<file path="config.mk">
export PLATFORM = sky130hd
export DESIGN_NAME = positional_list_insert_delete
export DESIGN_NICKNAME = d
export VERILOG_FILES = /design/src/rtl/core/plid_pkg.sv /design/src/rtl/core/positional_list_insert_delete.sv
export SDC_FILE = /design/constraint.sdc
export NUM_CORES = 1
export LEC_CHECK = 0
export ABC_CLOCK_PERIOD_IN_PS = 5400
export BUFFER_PORTS_ARGS = -buffer_cell sky130_fd_sc_hd__buf_2
export CORE_MARGIN = 3
export CORE_UTILIZATION = 50
export DETAILED_ROUTE_END_ITERATION = 10
export GPL_TIMING_DRIVEN = 0
export PLACE_DENSITY = 0.7
export SYNTH_ARGS = -nofsm -noshare
export SYNTH_HDL_FRONTEND = slang
export SYNTH_SLANG_ARGS = --single-unit
</file>
<file path="constraint.sdc">
create_clock -name clk -period 5.4 [get_ports clk]
set_input_delay 0 -clock clk [delete_from_list [all_inputs] [get_ports clk]]
set_output_delay 0 -clock clk [all_outputs]
set_load 0.05 [all_outputs]
</file>
<file path="src/rtl/core/plid_pkg.sv">
// shared command and status codes for the positional list
`timescale 1ns / 1ps
`default_nettype none

package plid_pkg;

  typedef enum logic [2:0] {
    CMD_INS_FRONT = 3'd0,
    CMD_INS_END   = 3'd1,
    CMD_INS_AT    = 3'd2,
    CMD_DEL_FRONT = 3'd3,
    CMD_DEL_END   = 3'd4,
    CMD_DEL_AT    = 3'd5,
    CMD_READ      = 3'd6
  } cmd_t;

  typedef enum logic [1:0] {
    ST_OK    = 2'd0,
    ST_EMPTY = 2'd1,
    ST_RANGE = 2'd2,
    ST_FULL  = 2'd3
  } status_t;

  localparam int unsigned ValueWidth    = 32;
  localparam int unsigned PositionWidth = 8;
  localparam int unsigned CountWidth    = 5;

endpackage

`default_nettype wire

</file>
<file path="src/rtl/core/positional_list_insert_delete.sv">
// positional list: entry store in a single-port-write memory with a shifting sequencer
// commands: one item at a time; in_stall holds off a new command until the result of the
// previous one is registered at the output
// the shift loop moves one entry at a time, a read and then a write,
// through the single memory read port with its registered read data
// reset: synchronous, clears the list to empty and drops any pending result
`timescale 1ns / 1ps
`default_nettype none

module positional_list_insert_delete #(
  parameter int unsigned CAPACITY = 16
) (
  input  wire logic                                     clk,
  input  wire logic                                     rst,
  input  wire logic                                     in_valid,
  output logic                                          in_stall,
  input  wire logic [2:0]                               cmd,
  input  wire logic signed [plid_pkg::ValueWidth-1:0]   value_in,
  input  wire logic [plid_pkg::PositionWidth-1:0]       position,
  output logic                                          out_valid,
  input  wire logic                                     out_stall,
  output logic [1:0]                                    status,
  output logic [plid_pkg::CountWidth-1:0]               count,
  output logic signed [plid_pkg::ValueWidth-1:0]        value_out
);

  localparam int unsigned IW = (CAPACITY > 2) ? $clog2(CAPACITY) : 1;
  localparam int unsigned CW = $clog2(CAPACITY + 1);
  localparam int unsigned PW = plid_pkg::PositionWidth + 1;

  typedef enum logic [3:0] {
    S_IDLE,
    S_INS_CHK,
    S_INS_MOVE,
    S_INS_PUT,
    S_DEL_RD,
    S_DEL_VAL,
    S_DEL_CHK,
    S_DEL_MOVE,
    S_FINISH
  } state_t;

  state_t                               state;
  plid_pkg::cmd_t                       op;
  logic [plid_pkg::ValueWidth-1:0]      val;
  logic [CW-1:0]                        k;
  logic [CW-1:0]                        idx;
  logic [CW-1:0]                        cnt;
  plid_pkg::status_t                    res_status;
  logic [plid_pkg::ValueWidth-1:0]      res_value;

  logic [plid_pkg::ValueWidth-1:0]      mem [CAPACITY];
  logic [plid_pkg::ValueWidth-1:0]      rd_data;
  logic                                 rd_en;
  logic [IW-1:0]                        rd_addr;
  logic                                 wr_en;
  logic [IW-1:0]                        wr_addr;
  logic [plid_pkg::ValueWidth-1:0]      wr_data;

  logic                                 accept;
  logic [PW-1:0]                        pos_ext;
  logic [PW-1:0]                        cnt_ext;
  logic [CW-1:0]                        pos_idx;
  logic                                 full;
  logic                                 empty;
  logic                                 more_behind;

  assign in_stall    = (state != S_IDLE);
  assign accept      = in_valid && !in_stall;
  assign pos_ext     = PW'(position);
  assign cnt_ext     = PW'(cnt);
  assign pos_idx     = CW'(position - 8'd1);
  assign full        = (cnt == CW'(CAPACITY));
  assign empty       = (cnt == '0);
  assign more_behind = ((CW + 1)'(idx) + (CW + 1)'(1)) < (CW + 1)'(cnt);

  // memory port control
  always_comb begin
    rd_en   = 1'b0;
    rd_addr = '0;
    wr_en   = 1'b0;
    wr_addr = IW'(idx);
    wr_data = rd_data;
    unique case (state)
      S_INS_CHK: begin
        rd_en   = (idx > k);
        rd_addr = IW'(idx - CW'(1));
      end
      S_INS_MOVE: begin
        wr_en = 1'b1;
      end
      S_INS_PUT: begin
        wr_en   = 1'b1;
        wr_addr = IW'(k);
        wr_data = val;
      end
      S_DEL_RD: begin
        rd_en   = 1'b1;
        rd_addr = IW'(k);
      end
      S_DEL_CHK: begin
        rd_en   = more_behind;
        rd_addr = IW'(idx + CW'(1));
      end
      S_DEL_MOVE: begin
        wr_en = 1'b1;
      end
      default: begin
        rd_en = 1'b0;
      end
    endcase
  end

  always_ff @(posedge clk) begin
    if (wr_en) begin
      mem[wr_addr] <= wr_data;
    end
    if (rd_en) begin
      rd_data <= mem[rd_addr];
    end
  end

  always_ff @(posedge clk) begin
    if (rst) begin
      state     <= S_IDLE;
      cnt       <= '0;
      out_valid <= 1'b0;
    end else begin
      if (out_valid && !out_stall && state != S_FINISH) begin
        out_valid <= 1'b0;
      end
      unique case (state)
        S_IDLE: begin
          if (accept) begin
            op         <= plid_pkg::cmd_t'(cmd);
            val        <= value_in;
            idx        <= cnt;
            res_value  <= '0;
            case (cmd) inside
              plid_pkg::CMD_INS_FRONT, plid_pkg::CMD_INS_END, plid_pkg::CMD_INS_AT: begin
                if (full) begin
                  res_status <= plid_pkg::ST_FULL;
                  state      <= S_FINISH;
                end else if (cmd == plid_pkg::CMD_INS_FRONT) begin
                  res_status <= plid_pkg::ST_OK;
                  k          <= '0;
                  state      <= S_INS_CHK;
                end else if (cmd == plid_pkg::CMD_INS_END) begin
                  res_status <= plid_pkg::ST_OK;
                  k          <= cnt;
                  state      <= S_INS_CHK;
                end else if (position == '0 || pos_ext > cnt_ext + PW'(1)) begin
                  res_status <= plid_pkg::ST_RANGE;
                  state      <= S_FINISH;
                end else begin
                  res_status <= plid_pkg::ST_OK;
                  k          <= pos_idx;
                  state      <= S_INS_CHK;
                end
              end
              plid_pkg::CMD_DEL_FRONT, plid_pkg::CMD_DEL_END, plid_pkg::CMD_DEL_AT,
              plid_pkg::CMD_READ: begin
                if (empty) begin
                  res_status <= plid_pkg::ST_EMPTY;
                  state      <= S_FINISH;
                end else if (cmd == plid_pkg::CMD_DEL_FRONT) begin
                  res_status <= plid_pkg::ST_OK;
                  k          <= '0;
                  state      <= S_DEL_RD;
                end else if (cmd == plid_pkg::CMD_DEL_END) begin
                  res_status <= plid_pkg::ST_OK;
                  k          <= cnt - CW'(1);
                  state      <= S_DEL_RD;
                end else if (position == '0 || pos_ext > cnt_ext) begin
                  res_status <= plid_pkg::ST_RANGE;
                  state      <= S_FINISH;
                end else begin
                  res_status <= plid_pkg::ST_OK;
                  k          <= pos_idx;
                  state      <= S_DEL_RD;
                end
              end
              default: begin
                res_status <= plid_pkg::ST_OK;
                state      <= S_FINISH;
              end
            endcase
          end
        end
        S_INS_CHK: begin
          state <= (idx > k) ? S_INS_MOVE : S_INS_PUT;
        end
        S_INS_MOVE: begin
          idx   <= idx - CW'(1);
          state <= S_INS_CHK;
        end
        S_INS_PUT: begin
          cnt   <= cnt + CW'(1);
          state <= S_FINISH;
        end
        S_DEL_RD: begin
          state <= S_DEL_VAL;
        end
        S_DEL_VAL: begin
          res_value <= rd_data;
          idx       <= k;
          state     <= (op == plid_pkg::CMD_READ) ? S_FINISH : S_DEL_CHK;
        end
        S_DEL_CHK: begin
          if (more_behind) begin
            state <= S_DEL_MOVE;
          end else begin
            cnt   <= cnt - CW'(1);
            state <= S_FINISH;
          end
        end
        S_DEL_MOVE: begin
          idx   <= idx + CW'(1);
          state <= S_DEL_CHK;
        end
        S_FINISH: begin
          if (!out_valid || !out_stall) begin
            out_valid <= 1'b1;
            status    <= res_status;
            count     <= plid_pkg::CountWidth'(cnt);
            value_out <= res_value;
            state     <= S_IDLE;
          end
        end
        default: begin
          state <= S_IDLE;
        end
      endcase
    end
  end

endmodule

`default_nettype wire

</file>
== Word level (Yosys, flattened, before mapping) ==
Memories as Yosys holds them, arrays and structs flattened. A register that Yosys moved wholly into a read port is not among the register bits.
Index checks and enable logic that the tools add are counted.

* Memories: 1
* Logic and storage cells: 129
* RAM bits: 512
* Register bits after elaboration: 128
* Bits of input ports: 47
* Output and inout port bits: 41

{| class="wikitable"
|+ Memory list
! memory !! depth !! width !! rd ports !! clocked after Yosys merged registers in !! wr ports !! line !! source
|-
| mem || 16 || 32 || 1 || 1 || 1 || positional_list_insert_delete.sv:52 || <nowiki>logic [plid_pkg::ValueWidth-1:0] mem [CAPACITY];</nowiki>
|}

* Equal/unequal tests: 24
* Reduce and logical (&&, ||, !) cells: 28
* $add $sub $neg: 7
* $lt $le $gt $ge: 4
* Multiplexer cells: 52
* Bitwise logic cells: 1

{| class="wikitable"
|+ Operator list
! cell !! count
|-
| two-way mux 32 bit || 2
|-
| case mux 32 bit (2 select lines) || 1
|-
| two-way mux 4 bit || 15
|-
| two-way mux 5 bit || 12
|-
| case mux 4 bit (9 select lines) || 1
|-
| two-way mux 2 bit || 10
|-
| case mux 5 bit (4 select lines) || 1
|-
| equality test 4 x 3 -> 1 bit (second input constant) || 4
|-
| subtractor 5 x 1 -> 5 bit (second input constant) || 3
|-
| adder 5 x 1 -> 6 bit (second input constant) || 2
|-
| equality test 3 bit (second input constant) || 4
|-
| case mux 4 bit (3 select lines) || 1
|-
| AND reduction 3 bit || 4
|-
| adder 5 x 1 -> 5 bit (second input constant) || 2
|-
| case mux 5 bit (2 select lines) || 1
|-
| equality test 4 x 2 -> 1 bit (second input constant) || 2
|-
| > comparator 8 x 5 -> 1 bit || 1
|-
| > comparator 8 x 6 -> 1 bit || 1
|-
| logical NOT 8 bit || 1
|-
| != test 2 bit (second input constant) || 4
|-
| != test 4 bit (second input constant) || 2
|-
| AND reduction 8 bit || 1
|-
| nonzero test 4 bit || 2
|-
| two-way mux 1 bit || 7
|-
| 21 further kinds || 32
|}

== Logic depth before layout (Yosys ltp) ==
* Depth in word-level cells: 10
* Depth in mapped cells: 12
* Gate-level depth less buffers: 11

== Worst setup path after synthesis ==
Ideal clock, no wire load.

* Path type: reg-to-reg
* From: register state[3]
* To: register res_value[0] in the netlist's numbering, enable pin
* Arrival: 5.084 ns
* Path slack: -0.112 ns
* Setup time: 0.428 ns
* Data required time: 4.972 ns
* Period minus slack after synthesis: 5.512 ns
* Path buffers: 1
* Cell stages (with the launch flop): 6
* Path through: dfxtp_1 > buf_2 > nor2_2 > nand2_1 > nor3b_1 > o21bai_1

* Word-level cells in the longest chain between the ends: 5
* Elaborated cells on any way between the ends: 8
* Classes of those cells: 2 x eq/ne; 6 x reduce/logical

{| class="wikitable"
|+ RTL lines
! element !! line !! source
|-
| start, declared || positional_list_insert_delete.sv:43 || <nowiki>state_t state;</nowiki>
|-
| start signal, assigned || positional_list_insert_delete.sv:191 || <nowiki>state <= (idx > k) ? S_INS_MOVE : S_INS_PUT;</nowiki>
|-
| start signal, assigned || positional_list_insert_delete.sv:207 || <nowiki>state <= (op == plid_pkg::CMD_READ) ? S_FINISH : S_DEL_CHK;</nowiki>
|-
| nonzero test 4 bit || positional_list_insert_delete.sv:68 || <nowiki>assign in_stall = (state != S_IDLE);</nowiki>
|-
| via in_stall || positional_list_insert_delete.sv:16 || <nowiki>output logic in_stall,</nowiki>
|-
| logical NOT 1 bit || positional_list_insert_delete.sv:69 || <nowiki>assign accept = in_valid && !in_stall;</nowiki>
|-
| logical AND 1 bit || positional_list_insert_delete.sv:69 ||
|-
| != test 2 bit (no source line) || - ||
|-
| AND reduction 3 bit (no source line) || - ||
|-
| end signal, assigned || positional_list_insert_delete.sv:205 || <nowiki>res_value <= rd_data;</nowiki>
|-
| end, declared || positional_list_insert_delete.sv:50 || <nowiki>logic [plid_pkg::ValueWidth-1:0] res_value;</nowiki>
|}

The timed path passes the listed nets, and every way through them passes these cells.
A chain may end at the register's enable or synchronous reset.

== Final worst setup path ==
* From: register cnt[2]
* To: register k[3], enable pin

* Word-level cells in the longest chain between the ends: 5
* Elaborated cells on any way between the ends: 12
* Classes of those cells: 1 x add/sub; 2 x order compare; 5 x eq/ne; 4 x reduce/logical

{| class="wikitable"
|+ RTL lines
! element !! line !! source
|-
| start, declared || positional_list_insert_delete.sv:48 || <nowiki>logic [CW-1:0] cnt;</nowiki>
|-
| start signal, assigned || positional_list_insert_delete.sv:198 || <nowiki>cnt <= cnt + CW'(1);</nowiki>
|-
| start signal, assigned || positional_list_insert_delete.sv:213 || <nowiki>cnt <= cnt - CW'(1);</nowiki>
|-
| adder 5 x 1 -> 6 bit || positional_list_insert_delete.sv:152 || <nowiki>end else if (position == '0 || pos_ext > cnt_ext + PW'(1)) begin</nowiki>
|-
| > comparator 8 x 6 -> 1 bit || positional_list_insert_delete.sv:152 ||
|-
| logical OR 1 bit || positional_list_insert_delete.sv:152 ||
|-
| != test 4 bit (no source line) || - ||
|-
| AND reduction 8 bit (no source line) (*) || - ||
|-
| end signal, assigned || positional_list_insert_delete.sv:150 || <nowiki>k <= cnt;</nowiki>
|-
| end signal, assigned || positional_list_insert_delete.sv:157 || <nowiki>k <= pos_idx;</nowiki>
|-
| end signal, assigned || positional_list_insert_delete.sv:172 || <nowiki>k <= cnt - CW'(1);</nowiki>
|-
| end, declared || positional_list_insert_delete.sv:46 || <nowiki>logic [CW-1:0] k;</nowiki>
|}

Mark *: on every way between the ends. The rest lies on a longest branch, timed or not.

==> run summary <==
The run gives 2029 as the synthesized net count. The area growth from synthesis to final layout came out at 16.19%. The number of DRC markers in iteration 0 is 2310, and the detailed-router iteration count before antenna repair is 8. Most numerous cell on the critical path: nor3_1. For this run, the leading register cell type out of synthesis is edfxtp_1. Setup violations remaining at the end of the flow were counted as 0.

The tightest hold path in the finished design has a slack of 0.09282 ns. Setup repair after global routing left no endpoint under its margin. Dividing the detail-routed via count by the number of cells gives 6.135. The path class of the tightest hold or removal check is primary input to flip-flop. Per report_power, the sequential group accounts for 54.2% of the total. For this configuration, the core starts out at a cell density of 51.18%. In this run the static leakage power is 10.79 nW. The flow ran to the end, and the final reports show no timing, DRC or antenna violations.

The logs give 0 for the number of slew-limit violations in the final report and 672 for the clock net sink count. The die covers 57270 um^2. The tools report the destination of the worst hold path as val[4]$_DFFE_PP_. For flop-to-flop paths, the worst setup slack is 1.56 ns.

The root buffer cell chosen for the clock tree is clkbuf_16. The number of clock buffers added by TritonCTS is 67. The core region is 53180 um^2. The wire length of the first global-routing pass was 107.6 mm. TritonCTS built the clock tree. At the worst endpoint, the required time is 5.62 ns. Clock-pin slew was measured on the worst setup and hold paths at 0.06 ns. The H-tree generated during clock tree synthesis spans 3 levels.

For this design the ratio of total power to cell area is 336.5 nW/um^2. The via count of the first global-routing pass is 17700. At the pin with the least slew margin, the transition time is 1.017 ns. The part of the Yosys area used for sequential elements came out at 73.78%. Across the routed clock network, the largest skew measured is 0.02597 ns.

The share of total power dissipated in the clock network is 41.0%. The maximum clock path buffer count is 3, and the top achievable clock speed is 0.2603 GHz. Routed wire length per instance: 24.73 um. The post-route netlist has 12.63% of its cells at a drive strength greater than 1.

The capturing element type of the critical path was a flip-flop. After detailed routing, the total wire length is 72.23 mm. The cell-internal power is 8.362 mW, and the source-to-sink clock delay at the later pin of the worst-skew pair is 0.61 ns. Subtracting the final worst setup slack from the clock period gives 3.842 ns. By startpoint and endpoint, the worst setup path is classified as flip-flop to flip-flop. Cell with the largest stage delay on the worst path: nor3_1. The all-layer global routing usage was 25.16%; the die outline height was 239.3 um.

Summed over all nets, the switching power comes to 2.278 mW. The worst hold path begins at value_in[4]. The routed layout has 17920 vias. Type of origin of the critical path: a flip-flop. Headroom to the max-slew limit came out at 31.96%. The count of antenna-violating nets left after detailed routing was 0.

In this run, post-CTS repair resized a total of 0 instances. The total overflow left after global routing is 0. After synthesis, the share of flip-flops with an asynchronous set or reset is 0%. Of the total power, combinational logic draws 4.8%. Synthesis handed over a netlist of 1957 instances. The post-synthesis cell area was 27220 um^2. During synthesis, Yosys emitted a total of 0 warnings. For the worst setup path, the data arrival time is 4.07 ns. Max-cap violations in this run came to 0.

The flop and latch count out of synthesis is 672. Buffers placed on the I/O ports in this run total 87. After legalization and detailed placement, the total HPWL measured 47.51 mm. The worst register-to-register path begins at cnt[2]$_SDFFE_PP0P_. Across the VDD grid, the largest voltage drop is 0.2301 mV. Measured in cells, the most critical reg-to-reg path has a length of 10. In the global route stage, met1 resource usage came out at 33.40%. The average cell area after synthesis was 13.91 um^2.

The busiest layer in global routing is met2. Along the worst path, the maximum fanout reaches 10. The net count of the finished layout is 2254. Number of fill cells: 4028.

For this run, the slowest stage of the critical path takes 0.68 ns. The final-report hold violation count was 0; the number of antenna violations at the first check in global routing was 0. Summing all multi-input logic gate instances after layout gives 6613 um^2.

The floorplan step set the die width to 239.3 um. At the end of the flow the core is filled with cells to 59.46%. The run gives 0.8650 as the weighted congestion reported at the end of routability-driven placement. After detailed routing, the number of remaining DRC violations is 0. The signal on the critical path passes through clkbuf_1 > inv_1 > nor3_1 > nand3_1 > ha_1 > a2111oi_0 > and3_1 > o21ai_0 > and4_1 > nor3_1. After layout, the worst path uses 71.15% of the clock period.

Global routing consumed, on the met3 layer, 6.448% of the routing resources. The synthesized netlist contains 60 unique library cells. Of the total power, the share spent switching nets is 21.41%.

The met2 track demand over resource in global routing is 39.60%, and the depth of the worst hold-timing path is 2. Buffers added to address setup during post-CTS repair amount to 0. The sequential cell area in the final layout was 20080 um^2. The floorplan has 84 rows. Entering global routing, the biggest net connects 25 pins.

The capturing point of the worst reg2reg path is k[3]$_DFFE_PP_. The count of flip-flops with a built-in enable after synthesis is 662. During I/O placement, the number of pins put on the boundary was 88.
## registers in the layout, summed over array words and instances (netlist names)
register	count
count	5
cnt	5
res_status	2
op	3
mem	512
status	2
state	4
idx	5
value_out	32
res_value	32
val	32
k	5
out_valid	1
rd_data	32
## metrics by stage
step	setup slack, ns	instances	area, um^2	total power [mW]	TNS [ns]
2_1_floorplan	0.9596	1957	27220	6.163	0
3_3_place_gp	-1.118	2732	28520	6.324	-64.09
3_5_place_dp	1.697	2755	29130	6.349	0
4_1_cts	1.618	2920	31620	10.68	0
5_1_grt	1.275	2920	31620	10.94	0
6_report	1.558	2921	31620	10.64	0
## how the worst max path moves through the flow
stage / cells after the start / end / startpoint / slack, ns
after floorplan: 5 / count[0]$_DFFE_PP_ / state[0]$_SDFFE_PP0P_ / 0.96
after global placement: 5 / value_out[8]$_DFFE_PP_ / state[2]$_SDFFE_PP0P_ / -1.12
after detailed placement: 10 / k[3]$_DFFE_PP_ / cnt[2]$_SDFFE_PP0P_ / 1.70
after CTS: 10 / k[4]$_DFFE_PP_ / cnt[2]$_SDFFE_PP0P_ / 1.62
after global routing: 10 / k[0]$_DFFE_PP_ / cnt[2]$_SDFFE_PP0P_ / 1.27
final: 10 / k[3]$_DFFE_PP_ / cnt[2]$_SDFFE_PP0P_ / 1.56
## kinds of logic after synthesis
group / count (synthesis) / synth area share, %
simple gates: 673 / 11.31
buf+inv: 155 / 2.473
flops: 672 / 73.78
mux: 9 / 0.4229
compound gates: 408 / 10.39
xor+xnor: 15 / 0.4827
fa+ha+maj: 25 / 1.149
## cells in the mapped netlist, types with 2 or more instances
master | instances | area share, %
a211oi_1 | 130 | 3.6
a21boi_1 | 2 | 0.055
a21oi_1 | 23 | 0.42
a221o_1 | 4 | 0.15
a22oi_1 | 65 | 1.8
a311oi_1 | 2 | 0.064
a31oi_1 | 131 | 3.0
a32oi_1 | 2 | 0.064
and2_1 | 36 | 0.83
and3_1 | 132 | 3.0
buf_1 | 3 | 0.041
buf_2 | 52 | 0.96
buf_4 | 5 | 0.14
clkbuf_1 | 77 | 1.1
dfxtp_1 | 10 | 0.74
edfxtp_1 | 662 | 73
ha_1 | 25 | 1.1
inv_1 | 17 | 0.23
mux2i_1 | 7 | 0.26
mux4_2 | 2 | 0.17
nand2_1 | 405 | 5.6
nand2b_1 | 3 | 0.069
nand3_1 | 10 | 0.18
nand4_1 | 2 | 0.046
nor2_1 | 45 | 0.62
nor2b_1 | 6 | 0.14
nor3_1 | 15 | 0.28
nor3b_1 | 5 | 0.14
o211ai_1 | 6 | 0.17
o21ai_0 | 18 | 0.33
o21bai_1 | 2 | 0.055
o22ai_1 | 6 | 0.14
o31ai_1 | 4 | 0.11
or3_1 | 4 | 0.092
xnor2_1 | 11 | 0.35
xor2_1 | 4 | 0.13
## critical path, delay by kind of cell (launching register included)
family	cells	cell delay [ns]
AND/OR/NAND/NOR	5	1.76
buffers and inverters	2	0.62
AO/OA/AOI/OAI	2	0.45
flip-flops	1	0.33
adder cells (fa/ha/maj)	1	0.31
## placed cells by master (no fill, tap or decap), drive strengths merged, types with 2 or more instances in the layout
cell type / netlist / layout
nor3b: 5 / 5
a31oi: 131 / 131
a311oi: 2 / 2
and3: 132 / 132
nor2b: 6 / 6
ha: 25 / 25
a32oi: 2 / 2
buf: 61 / 171
nor2: 46 / 46
clkinvlp: 0 / 2
a22oi: 65 / 65
or3: 4 / 4
nand4: 2 / 2
a21boi: 2 / 2
a21oi: 23 / 23
inv: 17 / 20
nand2: 406 / 406
o22ai: 6 / 6
a211oi: 130 / 130
edfxtp: 662 / 662
xor2: 4 / 4
dlygate4sd3: 0 / 46
and2: 37 / 37
nand2b: 3 / 3
xnor2: 11 / 11
mux2i: 7 / 7
nand3: 10 / 10
clkinv: 0 / 21
clkbuf: 77 / 169
o31ai: 4 / 4
o211ai: 6 / 6
o21ai: 19 / 19
nor3: 16 / 16
or2: 2 / 2
a221o: 4 / 4
dfxtp: 10 / 10
o21bai: 2 / 2
mux4: 2 / 2
## what timing repair did
item | CTS | global route
setup endpoints to repair | 0 | 0
hold endpoints to repair | 64 | 0
hold buffers | 46 | 0
## final cells by class
type                    instances  share of cell area [%]
well taps                     688                   2.722
flip-flops and latches        672                   63.50
multi-input cells            1130                   20.91
repair buffers                156                   4.317
clock buffers                  92                   5.832
diodes                          1                0.007914
plain buffers                 138                   1.927
inverters                      17                  0.2018
clock inverters                27                  0.5816
## routing by layer
| layer | vias up | part of all wire (%) |
|---|---|---|
| met5 | - | 0 |
| met4 | 0 | 3.9 |
| met3 | 175 | 10 |
| met2 | 946 | 46 |
| met1 | 8859 | 40 |
| li1 | 7941 | - |
## power by group through the flow
stage	sequential, mW	clock [mW]	combinational [mW]
after floorplan	5.89	0	0.269
after global placement	5.88	0	0.448
after detailed placement	5.87	0	0.478
after CTS	5.76	4.41	0.508
after global routing	5.76	4.62	0.554
final	5.76	4.36	0.515
Power figures use the tool's default switching activity.
